===== src/rtl/rhsv_pkg.sv =====
// Shared widths, types and the divider step function for the RGB to HSV core.
package rhsv_pkg;

   localparam int CHAN_W  = 8;
   localparam int DIFF_W  = 11;
   localparam int NUM_W   = 19;
   localparam int QUOT_W  = 8;
   localparam int DIV_STG = 4;
   localparam int PIPE_STG = 2 + DIV_STG;

   typedef struct packed {
      logic             qbit;
      logic [NUM_W-1:0] rem;
   } div_res_type;

   function automatic div_res_type div_bit(input logic [NUM_W-1:0] n,
                                           input logic [NUM_W-1:0] dsh);
      div_res_type res;
      if (n >= dsh) begin
         res.qbit = 1'b1;
         res.rem  = n - dsh;
      end else begin
         res.qbit = 1'b0;
         res.rem  = n;
      end
      return res;
   endfunction

endpackage


===== src/rtl/rgb_to_hsv_pixel_core.sv =====
// RGB to HSV pixel converter, top level.
// Streaming pixel converter: one 24-bit pixel in on req_*, one HSV result out on rsp_*.
// req_tdata holds the first, middle and third channel bytes from the low end; the
// middle byte is green, and csr_wdata (written when csr_we is high) picks whether the
// first byte is red (0) or blue (1). rsp_tdata holds hue, saturation and brightness.
// tlast marks the last pixel of a frame and is carried through to the result.
// Six register stages: one for the min/max and sector pick, one for the hue and
// saturation numerators and divisors, and four of a pipelined divider (two quotient
// bits each) shared in form by hue and saturation. Throughput is one pixel per clock
// while rsp_tready stays high. Each stage holds its own valid bit, so when
// rsp_tready is low the results stay put and earlier stages keep filling any bubbles
// before req_tready drops; nothing is lost or repeated.
// Synchronous reset empties the pipeline and sets the channel order to RGB.
// Change csr_wdata only while no pixel is in flight.
module rgb_to_hsv_pixel_core
   import rhsv_pkg::*;
(
   input  logic        clock,
   input  logic        reset,
   input  logic        csr_we,
   input  logic        csr_wdata,
   input  logic        req_tvalid,
   output logic        req_tready,
   input  logic [23:0] req_tdata,   // chan_first, chan_middle, chan_third
   input  logic        req_tlast,
   output logic        rsp_tvalid,
   input  logic        rsp_tready,
   output logic [23:0] rsp_tdata,   // hue, saturation, brightness
   output logic        rsp_tlast
);

   logic                order_ff;
   logic [PIPE_STG-1:0] v_ff;
   logic [PIPE_STG:0]   rdy;

   // stage 1
   logic [CHAN_W-1:0] mx_ff, d1_ff, part_ff;
   logic [2:0]        base_ff;
   logic              add_ff, last1_ff;

   // stage 2
   logic [NUM_W-1:0]  nh_ff, ns_ff;
   logic [DIFF_W-1:0] dh_ff, ds_ff;
   logic [CHAN_W-1:0] mx2_ff;
   logic              last2_ff;

   // divider sidebands
   logic [CHAN_W-1:0] bright_ff [DIV_STG];
   logic              last_ff   [DIV_STG];

   logic [CHAN_W-1:0] r, g, b, mx_in, mn_in, d_in, part_in;
   logic [2:0]        base_in;
   logic              add_in;
   logic [DIFF_W-1:0] bd, num, dz;
   logic [NUM_W-1:0]  nh_in, ns_in;
   logic [DIFF_W-1:0] dh_in, ds_in;
   logic [DIV_STG-1:0] div_ld;
   logic [QUOT_W-1:0] hue_q, sat_q;

   always_ff @(posedge clock) begin
      if (reset) begin
         order_ff <= 1'b0;
      end else if (csr_we) begin
         order_ff <= csr_wdata;
      end
   end

   always_comb begin
      rdy[PIPE_STG] = rsp_tready;
      for (int k = PIPE_STG - 1; k >= 0; k--) begin
         rdy[k] = !v_ff[k] || rdy[k+1];
      end
   end

   assign req_tready = rdy[0];

   always_ff @(posedge clock) begin
      if (reset) begin
         v_ff <= '0;
      end else begin
         if (rdy[0]) begin
            v_ff[0] <= req_tvalid;
         end
         for (int k = 1; k < PIPE_STG; k++) begin
            if (rdy[k]) begin
               v_ff[k] <= v_ff[k-1];
            end
         end
      end
   end

   // min, max and hue sector
   always_comb begin
      g = req_tdata[15:8];
      if (order_ff) begin
         r = req_tdata[23:16];
         b = req_tdata[7:0];
      end else begin
         r = req_tdata[7:0];
         b = req_tdata[23:16];
      end
      mx_in = r;
      mn_in = r;
      if (g > mx_in) mx_in = g;
      if (b > mx_in) mx_in = b;
      if (g < mn_in) mn_in = g;
      if (b < mn_in) mn_in = b;
      d_in = mx_in - mn_in;
      if (r == mx_in) begin
         if (g == mn_in) begin
            base_in = 3'd5; part_in = mx_in - b; add_in = 1'b1;
         end else begin
            base_in = 3'd1; part_in = mx_in - g; add_in = 1'b0;
         end
      end else if (g == mx_in) begin
         if (b == mn_in) begin
            base_in = 3'd1; part_in = mx_in - r; add_in = 1'b1;
         end else begin
            base_in = 3'd3; part_in = mx_in - b; add_in = 1'b0;
         end
      end else if (r == mn_in) begin
         base_in = 3'd3; part_in = mx_in - g; add_in = 1'b1;
      end else begin
         base_in = 3'd5; part_in = mx_in - r; add_in = 1'b0;
      end
   end

   always_ff @(posedge clock) begin
      if (rdy[0] && req_tvalid) begin
         mx_ff    <= mx_in;
         d1_ff    <= d_in;
         part_ff  <= part_in;
         base_ff  <= base_in;
         add_ff   <= add_in;
         last1_ff <= req_tlast;
      end
   end

   // numerators 255*num and 255*d, divisors 6*d and max; zero divisors become 1
   always_comb begin
      dz = {3'b0, d1_ff};
      case (base_ff)
         3'd1:    bd = dz;
         3'd3:    bd = (dz << 1) + dz;
         3'd5:    bd = (dz << 2) + dz;
         default: bd = '0;
      endcase
      num   = add_ff ? bd + {3'b0, part_ff} : bd - {3'b0, part_ff};
      nh_in = {num, 8'b0} - {8'b0, num};
      ns_in = {3'b0, d1_ff, 8'b0} - {11'b0, d1_ff};
      dh_in = (d1_ff == '0) ? DIFF_W'(1) : (dz << 2) + (dz << 1);
      ds_in = (mx_ff == '0) ? DIFF_W'(1) : {3'b0, mx_ff};
   end

   always_ff @(posedge clock) begin
      if (rdy[1] && v_ff[0]) begin
         nh_ff    <= nh_in;
         ns_ff    <= ns_in;
         dh_ff    <= dh_in;
         ds_ff    <= ds_in;
         mx2_ff   <= mx_ff;
         last2_ff <= last1_ff;
      end
   end

   always_comb begin
      for (int s = 0; s < DIV_STG; s++) begin
         div_ld[s] = rdy[2+s] && v_ff[1+s];
      end
   end

   always_ff @(posedge clock) begin
      if (div_ld[0]) begin
         bright_ff[0] <= mx2_ff;
         last_ff[0]   <= last2_ff;
      end
      for (int s = 1; s < DIV_STG; s++) begin
         if (div_ld[s]) begin
            bright_ff[s] <= bright_ff[s-1];
            last_ff[s]   <= last_ff[s-1];
         end
      end
   end

   rhsv_div u_hue_div (
      .clock (clock),
      .ld    (div_ld),
      .n_in  (nh_ff),
      .d_in  (dh_ff),
      .q_out (hue_q)
   );

   rhsv_div u_sat_div (
      .clock (clock),
      .ld    (div_ld),
      .n_in  (ns_ff),
      .d_in  (ds_ff),
      .q_out (sat_q)
   );

   assign rsp_tvalid = v_ff[PIPE_STG-1];
   assign rsp_tdata  = {bright_ff[DIV_STG-1], sat_q, hue_q};
   assign rsp_tlast  = last_ff[DIV_STG-1];

endmodule


===== src/rtl/rhsv_div.sv =====
// Pipelined restoring divider, two quotient bits per stage, eight-bit quotient.
module rhsv_div
   import rhsv_pkg::*;
(
   input  logic                clock,
   input  logic [DIV_STG-1:0]  ld,
   input  logic [NUM_W-1:0]    n_in,
   input  logic [DIFF_W-1:0]   d_in,
   output logic [QUOT_W-1:0]   q_out
);

   logic [NUM_W-1:0]  n_ff [DIV_STG];
   logic [DIFF_W-1:0] d_ff [DIV_STG];
   logic [QUOT_W-1:0] q_ff [DIV_STG];

   for (genvar s = 0; s < DIV_STG; s++) begin : g_stg
      localparam int Hi = QUOT_W - 1 - 2 * s;
      logic [NUM_W-1:0]  n_src;
      logic [DIFF_W-1:0] d_src;
      logic [QUOT_W-1:0] q_src;
      logic [NUM_W-1:0]  d_ext;
      div_res_type       st_a;
      div_res_type       st_b;

      if (s == 0) begin : g_first
         assign n_src = n_in;
         assign d_src = d_in;
         assign q_src = '0;
      end else begin : g_next
         assign n_src = n_ff[s-1];
         assign d_src = d_ff[s-1];
         assign q_src = q_ff[s-1];
      end

      assign d_ext = {{(NUM_W-DIFF_W){1'b0}}, d_src};
      assign st_a  = div_bit(n_src, d_ext << Hi);
      assign st_b  = div_bit(st_a.rem, d_ext << (Hi - 1));

      always_ff @(posedge clock) begin
         if (ld[s]) begin
            n_ff[s] <= st_b.rem;
            d_ff[s] <= d_src;
            q_ff[s] <= {q_src[QUOT_W-3:0], st_a.qbit, st_b.qbit};
         end
      end
   end

   assign q_out = q_ff[DIV_STG-1];

endmodule


===== config.mk =====
export PLATFORM = sky130hd
export DESIGN_NAME = rgb_to_hsv_pixel_core
export DESIGN_NICKNAME = d
export VERILOG_FILES = /design/src/rtl/rhsv_pkg.sv /design/src/rtl/rgb_to_hsv_pixel_core.sv /design/src/rtl/rhsv_div.sv
export SDC_FILE = /design/constraint.sdc
export NUM_CORES = 1
export LEC_CHECK = 0
export ABC_AREA = 0
export BUFFER_PORTS_ARGS = -buffer_cell sky130_fd_sc_hd__buf_4
export CAP_MARGIN = 20
export CORE_MARGIN = 1.5
export CORE_UTILIZATION = 51
export DETAILED_ROUTE_END_ITERATION = 16
export GPL_TIMING_DRIVEN = 0
export PLACE_DENSITY_LB_ADDON = 0.15
export SYNTH_ARGS = -nofsm -noshare
export SYNTH_HDL_FRONTEND = slang
export SYNTH_SLANG_ARGS = --single-unit

===== constraint.sdc =====
create_clock -name clock -period 9.8 [get_ports clock]
set_clock_uncertainty 0.05 [all_clocks]
set_input_delay 0.98 -clock clock [delete_from_list [all_inputs] [get_ports clock]]
set_output_delay 0.98 -clock clock [all_outputs]
set_load 0.02 [all_outputs]

==> summary.md, run 1 <==
| Metric | Value |
|---|---|
| Post-Place Cells | `3219` |
| Pwr/cell area | `317 nW/um2` |
| Worst path arrival time | `8.52 ns` |
| Hold crit path type | `reg -> reg` |
| Drt wl/cell | `17.0 um` |
| Syn_nets | `2779` |
| WHS Endpoint | `last_ff[1]` |
| Max Root-Sink Buffers | `3` |
| Final hold vios | `0` |
| Top cell type's share of synthesized area | `0.403` |
| Commonest non-fill, non-tap cells in the layout | `edfxtp_1 (339), ha_1 (239), inv_1 (230), nor2_1 (171), o21ai_0 (160)` |
| Post-CTS setup buffer count | `0` |
| Area of the multi-input gates | `13900 um2` |
| Clk_lat worst skew | `0.56 ns` |
| Register Area | `10300 um2` |
| EDFF count, synth | `339` |
| RSZ-0062 raised after global routing | `false` |
| Cts hold-fix bufs | `0` |
| Final setup viols | `0` |
| ANT cells | `0` |
| Post-route ant nets | `0` |
| FFs w/ async S/R, synth | `0` |
| Startpoint Class | `flip-flop` |
| Measured slew at the worst slew-check pin | `1.09 ns` |
| FF-to-FF setup slack | `1.53 ns` |
| Hold path cells | `0` |
| CP Data Required Time | `10.05 ns` |
| Hold Crit Start | `last_ff[0]` |
| GRT overflow | `0` |
| Run status | `finished clean` |
| FMAX | `0.121 GHz` |
| Maximum vdd drop | `0.336 mV` |
| DR vias/cell | `5.63` |
| Main synth FF type | `edfxtp_1` |
| Crit Path Max Fanout | `10` |
| Die area | `50900 um2` |
| Kind of critical path | `reg -> reg` |
| Vias in the first global route | `18300` |
| Row cnt | `81` |
| Max Cap Viol | `0` |
| Reg clk slew, reported paths | `0.07 ns` |
| Drt first-iter violations | `1009` |
| First-pass iteration count of the detailed router | `5` |
| Max-slew headroom | `0.266` |
| Post-Syn Instances | `2488` |
| Post-route setup TNS | `0 ns` |
| Initial core utilization | `0.516` |
| Final worst path period share | `0.844` |
| Slowest cell on crit path | `o21ai_0` |
| Final WL | `55.9 mm` |
| Area growth syn-to-layout | `10.6%` |
| Post-synthesis sequential area ratio | `0.408` |
| Ys Warns | `0` |
| Vias post-DR | `18500` |
| Commonest non-fill, non-tap cell in the layout | `edfxtp_1` |
| Share of cells above drive strength 1 | `0.0952` |
| Worst setup EP type | `flip-flop` |
| Die Ht | `226 um` |
| Fin crit period | `8.27 ns` |
| Largest net degree at the start of global routing | `39` |
| Crit Reg-Reg Startpoint | `order_ff` |
| DP HPWL | `44.9 mm` |
| Finished Layout Cells | `3290` |
| Worst flop-to-flop path endpoint | `part_ff[1]` |
| LEAKAGE | `11.1 nW` |
| First-pass GRT wire length | `90.3 mm` |
| Total power | `8.86 mW` |
| Top Ports | `58` |
| Top post-synthesis cells by area | `edfxtp_1 (40%), ha_1 (12%), xnor2_1 (4.8%)` |
| R2R depth | `28` |
| Clock Tree Root | `clkbuf_16` |
| Core area | `49000 um2` |
| Die X | `226 um` |
| Final Max Slew Viols | `0` |
| Post-Syn Area | `25300 um2` |
| Post-Syn Area per Cell | `10.2 um2` |
| Filler cells | `4221` |
| Post_cts resized | `0` |
| H-tree Lvls | `2` |
| Synth area leader | `edfxtp_1` |
| Inserted Clock Buffers | `39` |
| Fin nets | `2887` |
| Crit path top cell by count | `ha_1` |
| Clk sink count | `346` |
| Total Routing Usage GR | `0.220` |
| Port bufs | `57` |
| Drt drc | `0` |
| CTS tree | `yes` |
| RD Place Congestion | `0.935` |
| Initial antenna violation count | `0` |
| Worst path max stage delay | `0.80 ns` |
| #FFs+latches synth | `346` |
| Cell variety after synth | `108` |
-- cell type report --
type	count	area share
multi-input cells	1857	0.496
flip-flops and latches	346	0.369
clock buffers	43	0.0354
inverters	237	0.0321
well taps	664	0.0297
repair buffers	67	0.0220
plain buffers	48	0.00868
clock inverters	28	0.00689
-- flip-flops by register name (all words and copies together), names as in the netlist, 2 cells and up --
signal          count
bright_ff          32
last_ff             4
mx_ff               8
u_hue_div.d_ff     33
mx2_ff              8
u_sat_div.d_ff     24
d1_ff               8
u_hue_div.n_ff     57
dh_ff              11
v_ff                6
part_ff             8
u_sat_div.q_ff     20
ns_ff              17
nh_ff              19
base_ff             2
ds_ff               8
u_hue_div.q_ff     20
u_sat_div.n_ff     57
-- how the worst max path moves through the flow --
stage,from,cells past startpoint,endpoint,slack [ns]
3_3_place_gp,rsp_tready,4,u_hue_div.q_ff[1][3],0.60
5_1_grt,order_ff,27,part_ff[1],0.94
4_1_cts,order_ff,28,part_ff[1],1.69
6_report,order_ff,28,part_ff[1],1.53
2_1_floorplan,req_tdata[17],25,part_ff[1],2.45
3_5_place_dp,req_tdata[17],28,part_ff[1],1.26
-- synthesized netlist by cell type (35+ instances only) --
cell and number:
a21o_1 61, a21oi_1 154, edfxtp_1 339, ha_1 239, inv_1 230, mux2_2 44
mux2i_1 51, nand2_1 148, nand2b_1 36, nand3_1 43, nand4_1 35, nor2_1 171
nor2b_1 55, nor3_1 38, o21ai_0 160, xnor2_1 139, xor2_1 61
-- through the flow --
step,hold WS (ns),worst slack (ns),util,instance area (um2)
2_1_floorplan,0.350,2.45,-,25300
3_3_place_gp,0.353,0.598,0.542,26500
3_5_place_dp,0.355,1.26,0.547,26800
4_1_cts,0.361,1.69,0.571,28000
5_1_grt,0.368,0.940,0.571,28000
6_report,0.362,1.53,0.571,28000
-- power breakdown --
part           leakage, nW  internal [mW]  switching (mW)  total [mW]
Combinational         7.41           2.27            2.93        5.19
Sequential            3.09           2.15           0.171        2.32
Clock                0.569          0.763           0.583        1.35
-- logic make-up (layout without fill, tap and decap cells) --
| kind of cell | count (synthesis) | after routing | synth area share |
|---|---|---|---|
| muxes | 100 | 100 | 0.0426 |
| adders and majority gates | 262 | 262 | 0.136 |
| xor gates and xnor gates | 202 | 202 | 0.0711 |
| buffers and inverters | 285 | 423 | 0.0451 |
| other | 1 | 1 | 0.000148 |
| DFF | 346 | 346 | 0.408 |
| AOI/OAI and AO/OA | 622 | 622 | 0.160 |
| and+or+nand+nor | 670 | 670 | 0.137 |
-- worst max-delay path, delay by kind of cell (launching register included) --
kind | cells | cell delay, ns
simple gates | 9 | 1.82
fa+ha+maj | 3 | 0.99
mux | 1 | 0.73
compound gates | 11 | 3.12
buf+inv | 4 | 0.96
flops | 1 | 0.33
-- layer usage --
layer / up-vias / GRT usage / share of wire
li1: 9329 / - / -
met1: 8780 / 0.277 / 0.45
met2: 319 / 0.389 / 0.49
met3: 109 / 0.0247 / 0.030
met4: 0 / 0.0810 / 0.031
met5: - / 0 / 0
(Power assumes the default switching activity.)
==> run 2: changes to the inputs <==
Clock period 9.8 ns to 7.2 ns, I/O delays scaled along.
==> summary.md, run 2 (synthesis gave the netlist of run 1 again) <==
| Metric | Value |
|---|---|
| Setup crit start | `order_ff` |
| Family with the most delay on the worst path | `compound AO/OA/AOI/OAI gates` |
| Worst flop-to-flop path endpoint | `part_ff[7]` |
| Inserted Clock Buffers | `39 (unchanged)` |
| LEAKAGE | `11.2 nW (+0.85%)` |
| Final Max Slew Viols | `0 (unchanged)` |
| GRT overflow | `0 (unchanged)` |
| FMAX | `0.144 GHz (+19%)` |
| Slowest cell on crit path | `or2_2` |
| Top Ports | `58 (unchanged)` |
| Drt wl/cell | `17.0 um (+0.28%)` |
| Sw frac | `0.416 (about the same)` |
| Post-route setup TNS | `0 ns (unchanged)` |
| Critical path capture point | `part_ff[7]` |
| CTS tree | `yes` |
| DP HPWL | `44.9 mm (unchanged)` |
| Measured slew at the worst slew-check pin | `0.932 ns (-0.158 ns)` |
| Post-route worst setup slack | `0.276 ns (-1.25 ns)` |
| Vias post-DR | `18700 (+0.85%)` |
| Run status | `finished clean` |
| Row cnt | `81 (unchanged)` |
| Kind of critical path | `reg -> reg` |
| Finished Layout Cells | `3305 (+0.46%)` |
| Total power | `12.1 mW (+37%)` |
| Max-slew headroom | `0.377 (+0.111)` |
| Share of total power in sequential cells | `0.260 (-0.002)` |
| Post-route ant nets | `0 (unchanged)` |
| Max Cap Viol | `0 (unchanged)` |
| Die X | `226 um (unchanged)` |
| Final WL | `56.3 mm (+0.73%)` |
| Startpoint Class | `flip-flop` |
| Commonest non-fill, non-tap cell in the layout | `edfxtp_1` |
| Int Power | `7.08 mW (+37%)` |
| Fin crit period | `6.92 ns (-1.35 ns)` |
| Worst setup EP type | `flip-flop` |
| Vias in the first global route | `18400 (+0.17%)` |
| Pwr/cell area | `430 nW/um2 (+36%)` |
| First-pass GRT wire length | `90.4 mm (+0.17%)` |
| Clk sink count | `346 (unchanged)` |
| Initial core utilization | `0.516 (unchanged)` |
| Initial antenna violation count | `0 (unchanged)` |
| Crit path top cell by count | `ha_1` |
| DR vias/cell | `5.66 (+0.39%)` |
| Area growth syn-to-layout | `11.8%` |
| Hold crit path type | `in -> reg` |
| Maximum vdd drop | `0.457 mV (+36%)` |
| RD Place Congestion | `0.935 (unchanged)` |
| FF-to-FF setup slack | `0.28 ns (-1.25 ns)` |
| Total Routing Usage GR | `0.220 (+0.000354)` |
| Cts hold-fix bufs | `0 (unchanged)` |
| Worst path arrival time | `7.17 ns (-1.35 ns)` |
| H-tree Lvls | `2 (unchanged)` |
| Die area | `50900 um2 (unchanged)` |
| CP Data Required Time | `7.45 ns (-2.60 ns)` |
| RSZ-0062 raised after global routing | `true` |
| Critical path depth in cells | `33 (+18%)` |
| Clk_lat worst skew | `0.56 ns (about the same)` |
| Final worst path period share | `0.962 (+0.118)` |
| Clock share of power | `0.151 (about the same)` |
| Clock Tree Root | `clkbuf_16` |
| Post-Place Cells | `3219 (unchanged)` |
| Core area | `49000 um2 (unchanged)` |
| Final hold vios | `0 (unchanged)` |
| Switching Power | `5.05 mW (+37%)` |
| Final setup viols | `0 (unchanged)` |
| Worst hold margin | `0.323 ns (-0.0396 ns)` |
| Crit Reg-Reg Startpoint | `order_ff` |
| Reg clk slew, reported paths | `0.07 ns (about the same)` |
| ANT cells | `0 (unchanged)` |
| Gate power share | `0.589 (+0.003)` |
| Max Root-Sink Buffers | `3 (unchanged)` |
| Worst path max stage delay | `0.40 ns (-0.40 ns)` |
| Fin nets | `2902 (+0.52%)` |
| First-pass iteration count of the detailed router | `6 (+1)` |
| Drt first-iter violations | `987 (-2.2%)` |
| Pre-CTS setup slack | `-1.08 ns (-2.34 ns)` |
| Die Ht | `226 um (unchanged)` |
| Crit Path Max Fanout | `10 (unchanged)` |
| Share of cells above drive strength 1 | `0.111 (+0.0161)` |
| Buf/Inv on CP | `4 (unchanged)` |
| Drt drc | `0 (unchanged)` |
| Largest regs | `u_hue_div.n_ff: 57 flops, u_sat_div.n_ff: 57 flops, u_hue_div.d_ff: 33 flops` |
| Largest net degree at the start of global routing | `39 (unchanged)` |
| Port bufs | `57 (unchanged)` |
| R2R depth | `33 (+18%)` |
| Commonest non-fill, non-tap cells in the layout | `edfxtp_1 (339), ha_1 (239), inv_1 (229), nor2_1 (168), a21oi_1 (150)` |
==> run 2: cell types whose count changed in the layout (fill, tap and decap cells not counted), sizes merged <==
cell / previous run / this run
buf: 86 / 103
clkinvlp: 5 / 6
clkbuf: 72 / 70
inv: 241 / 240
==> run 2: area by class of cell <==
type                    instances  area (um2)
flip-flops and latches        346       10300
repair buffers                 82         728
clock buffers                  43         991
well taps                     664         831
inverters                     237         901
multi-input cells            1857       14000
clock inverters                28         193
plain buffers                  48         248
fillers                      4202       20700
==> run 2: layer usage <==
| metal | part of all wire | routed length [um] | track usage |
|---|---|---|---|
| met1 | 0.45 | 25400 | 0.278 |
| met2 | 0.49 | 27500 | 0.389 |
| met3 | 0.031 | 1730 | 0.0247 |
| met4 | 0.030 | 1710 | 0.0810 |
| met5 | 0 | 0 | 0 |
==> run 2: worst min-delay path by stage <==
stage	from	to	depth (start not counted)
global placement	u_hue_div.q_ff[1][2]	u_hue_div.q_ff[2][4]	0
floorplan	mx2_ff[0]	bright_ff[0][0]	0
detailed placement	mx2_ff[0]	bright_ff[0][0]	0
finish	reset	v_ff[1]	2
global route	req_tlast	last1_ff	1
CTS	reset	v_ff[1]	2
==> run 2: stage by stage <==
| step | cell area (um2) | util |
|---|---|---|
| CTS | 28100 | 0.573 |
| floorplan | 25300 | - |
| global route | 28200 | 0.577 |
| detailed placement | 26800 | 0.547 |
| global placement | 26500 | 0.542 |
| finish | 28200 | 0.577 |
==> run 2: power groups by stage <==
stage | combinational, mW | sequential (mW) | clock (mW)
final | 7.15 | 3.15 | 1.83
after global routing | 7.93 | 3.19 | 1.96
after CTS | 7.06 | 3.15 | 1.89
after detailed placement | 6.98 | 3.19 | 0
after global placement | 6.77 | 3.20 | 0
after floorplan | 5.57 | 3.10 | 0
==> run 2: repair_timing <==
item                       4_1_cts  5_1_grt
setup endpoints to repair       13       49
hold endpoints to repair         0        0
buffers inserted                 1       14
resized for setup               25       28
pin swaps                        1        6
==> run 3: changes to the inputs <==
Settings changed: PLACE_DENSITY_LB_ADDON 0.15 to 0.2.
==> summary.md, run 3 (synthesis gave the netlist of run 1 again) <==
| Metric | Value |
|---|---|
| Maximum vdd drop | `0.326 mV (-29%)` |
| Post-Place Cells | `3218 (-0.031%)` |
| Drt drc | `0 (unchanged)` |
| Worst path max stage delay | `0.39 ns (about the same)` |
| Share of cells above drive strength 1 | `0.112 (+0.000421)` |
| Top Layer Used | `met4` |
| M1 WL | `24.8 mm (-2.4%)` |
| Clk sink count | `346 (unchanged)` |
| Drt first-iter violations | `1035 (+4.9%)` |
| First-pass iteration count of the detailed router | `5 (-1)` |
| Crit path top cell by count | `ha_1` |
| Commonest non-fill, non-tap cell in the layout | `edfxtp_1` |
| Share of total power in sequential cells | `0.255 (-0.005)` |
| DR vias/cell | `5.68 (+0.35%)` |
| CP Data Required Time | `7.45 ns (about the same)` |
| ANT cells | `0 (unchanged)` |
| Drt wl/cell | `17.2 um (+0.72%)` |
| Row cnt | `81 (unchanged)` |
| Clock Tree Root | `clkbuf_16` |
| Vias post-DR | `18800 (+0.32%)` |
| Total Routing Usage GR | `0.220 (-0.000440)` |
| Switching Power | `5.01 mW (-0.73%)` |
| DP HPWL | `44.8 mm (-0.14%)` |
| Die area | `50900 um2 (unchanged)` |
| Largest net degree at the start of global routing | `38 (-2.6%)` |
| Post-route ant nets | `0 (unchanged)` |
| Die X | `226 um (unchanged)` |
| Largest regs | `u_hue_div.n_ff: 57 flops, u_sat_div.n_ff: 57 flops, u_hue_div.d_ff: 33 flops` |
| Finished Layout Cells | `3304 (-0.030%)` |
| Total power | `12.3 mW (+1.7%)` |
| Post-route worst setup slack | `0.313 ns (+0.0370 ns)` |
| Crit Path Max Fanout | `10 (unchanged)` |
| Final hold vios | `0 (unchanged)` |
| First-pass GRT wire length | `90.1 mm (-0.33%)` |
| Max Cap Viol | `0 (unchanged)` |
| Fin nets | `2901 (-0.034%)` |
| Worst path arrival time | `7.13 ns (-0.04 ns)` |
| Die Ht | `226 um (unchanged)` |
| GRT overflow | `0 (unchanged)` |
| Max Root-Sink Buffers | `3 (unchanged)` |
| Final setup viols | `0 (unchanged)` |
| LEAKAGE | `11.2 nW (+0.62%)` |
| Measured slew at the worst slew-check pin | `0.985 ns (+0.0536 ns)` |
| Sw frac | `0.406 (-0.00989)` |
| Clock share of power | `0.168 (+0.017)` |
| Hold crit path type | `in -> reg` |
| Initial core utilization | `0.516 (unchanged)` |
| Area growth syn-to-layout | `12.4%` |
| Port bufs | `57 (unchanged)` |
| Pwr/cell area | `434 nW/um2 (+1.1%)` |
| Max-slew headroom | `0.341 (-0.0358)` |
| Metal3 WL | `2.19 mm (+27%)` |
| Final worst path period share | `0.957 (-0.00515)` |
| Gate power share | `0.577 (-0.012)` |
| H-tree Lvls | `2 (unchanged)` |
| Reg clk slew, reported paths | `0.06 ns (about the same)` |
| CTS tree | `yes` |
| Initial antenna violation count | `0 (unchanged)` |
| RD Place Congestion | `0.936 (+0.11%)` |
| Startpoint Class | `flip-flop` |
| FMAX | `0.145 GHz (+0.54%)` |
| Run status | `finished clean` |
| Met2 routed WL | `28.2 mm (+2.5%)` |
| Final Max Slew Viols | `0 (unchanged)` |
| Pre-CTS setup slack | `-1.08 ns (-0.00634 ns)` |
| Kind of critical path | `reg -> reg` |
| Slowest cell on crit path | `or2_2` |
| Inserted Clock Buffers | `39 (unchanged)` |
| Top Ports | `58 (unchanged)` |
| Clk_lat worst skew | `0.55 ns (about the same)` |
| Worst setup EP type | `flip-flop` |
| Core area | `49000 um2 (unchanged)` |
| Vias in the first global route | `18300 (-0.46%)` |
| Int Power | `7.33 mW (+3.4%)` |
| Final WL | `56.7 mm (+0.69%)` |
| Commonest non-fill, non-tap cells in the layout | `edfxtp_1 (339), ha_1 (239), inv_1 (229), nor2_1 (169), a21oi_1 (150)` |
| Fin crit period | `6.89 ns (-0.0370 ns)` |
| Core Util, Final | `0.581 (+0.00343)` |
[run 3: changes by cell type in the layout (fill, tap and decap cells not counted), sizes merged]
cell and change:
clkinvlp +2, clkbuf +9, clkinv -10, bufinv +5, buf -3, inv -4
[run 3: metrics by stage]
stage | instance area (um2) | TNS, ns | hold WS, ns
finish | 28400 | 0 | 0.336
global route | 28400 | -0.159 | 0.307
CTS | 28200 | 0 | 0.306
detailed placement | 26800 | -10.66 | 0.355
global placement | 26500 | -216.04 | 0.353
floorplan | 25300 | 0 | 0.350
[run 3: power by group through the flow]
stage | Combinational (mW) | Clock (mW) | Sequential (mW)
after global placement | 6.78 | 0 | 3.19
final | 7.12 | 2.07 | 3.15
after CTS | 7.03 | 2.12 | 3.15
after floorplan | 5.57 | 0 | 3.10
after global routing | 7.88 | 2.20 | 3.18
after detailed placement | 6.97 | 0 | 3.19
[run 3: what timing repair did]
item                                    CTS  global route
pin swaps                                 1             5
endpoints found under the setup margin   13            44
endpoints found under the hold margin     0             0
resized for setup                        20            30
buffers inserted                          1            14
hold buffers                              0             0
[run 3: cell type report]
| cell class | instances | area (um2) |
|---|---|---|
| Timing Repair Buffer | 81 | 723 |
| Fill cell | 4068 | 20500 |
| Multi-Input combinational cell | 1857 | 14000 |
| Clock buffer | 50 | 1080 |
| Tap cell | 664 | 831 |
| Inverter | 237 | 901 |
| Sequential cell | 346 | 10300 |
| Buffer | 48 | 250 |
| Clock inverter | 21 | 284 |
[run 3: critical path, delay by kind of cell (launching register included)]
| kind | cells | cell delay (ns) |
|---|---|---|
| adders and majority gates | 3 | 1.02 |
| muxes | 1 | 0.32 |
| and+or+nand+nor | 12 | 2.46 |
| DFF | 1 | 0.31 |
| AOI/OAI and AO/OA | 9 | 1.61 |
| buffers and inverters | 4 | 0.83 |
[run 3: final timing paths]
| check | from | to | slack, ns | cells past startpoint |
|---|---|---|---|---|
| hold reg to reg | u_sat_div.q_ff[2][1] | u_sat_div.q_ff[3][3] | 0.36 | 0 |
| setup / recovery | order_ff | part_ff[1] | 0.31 | 29 |
| hold / removal | req_tlast | last1_ff | 0.34 | 1 |
| setup reg to reg | order_ff | part_ff[1] | 0.31 | 29 |
[run 3: metal layers]
metal  up-vias  GRT usage
li1       9382          -
met1      8872      0.274
met2       396      0.392
met3       103     0.0265
met4         0     0.0777
met5         -          0
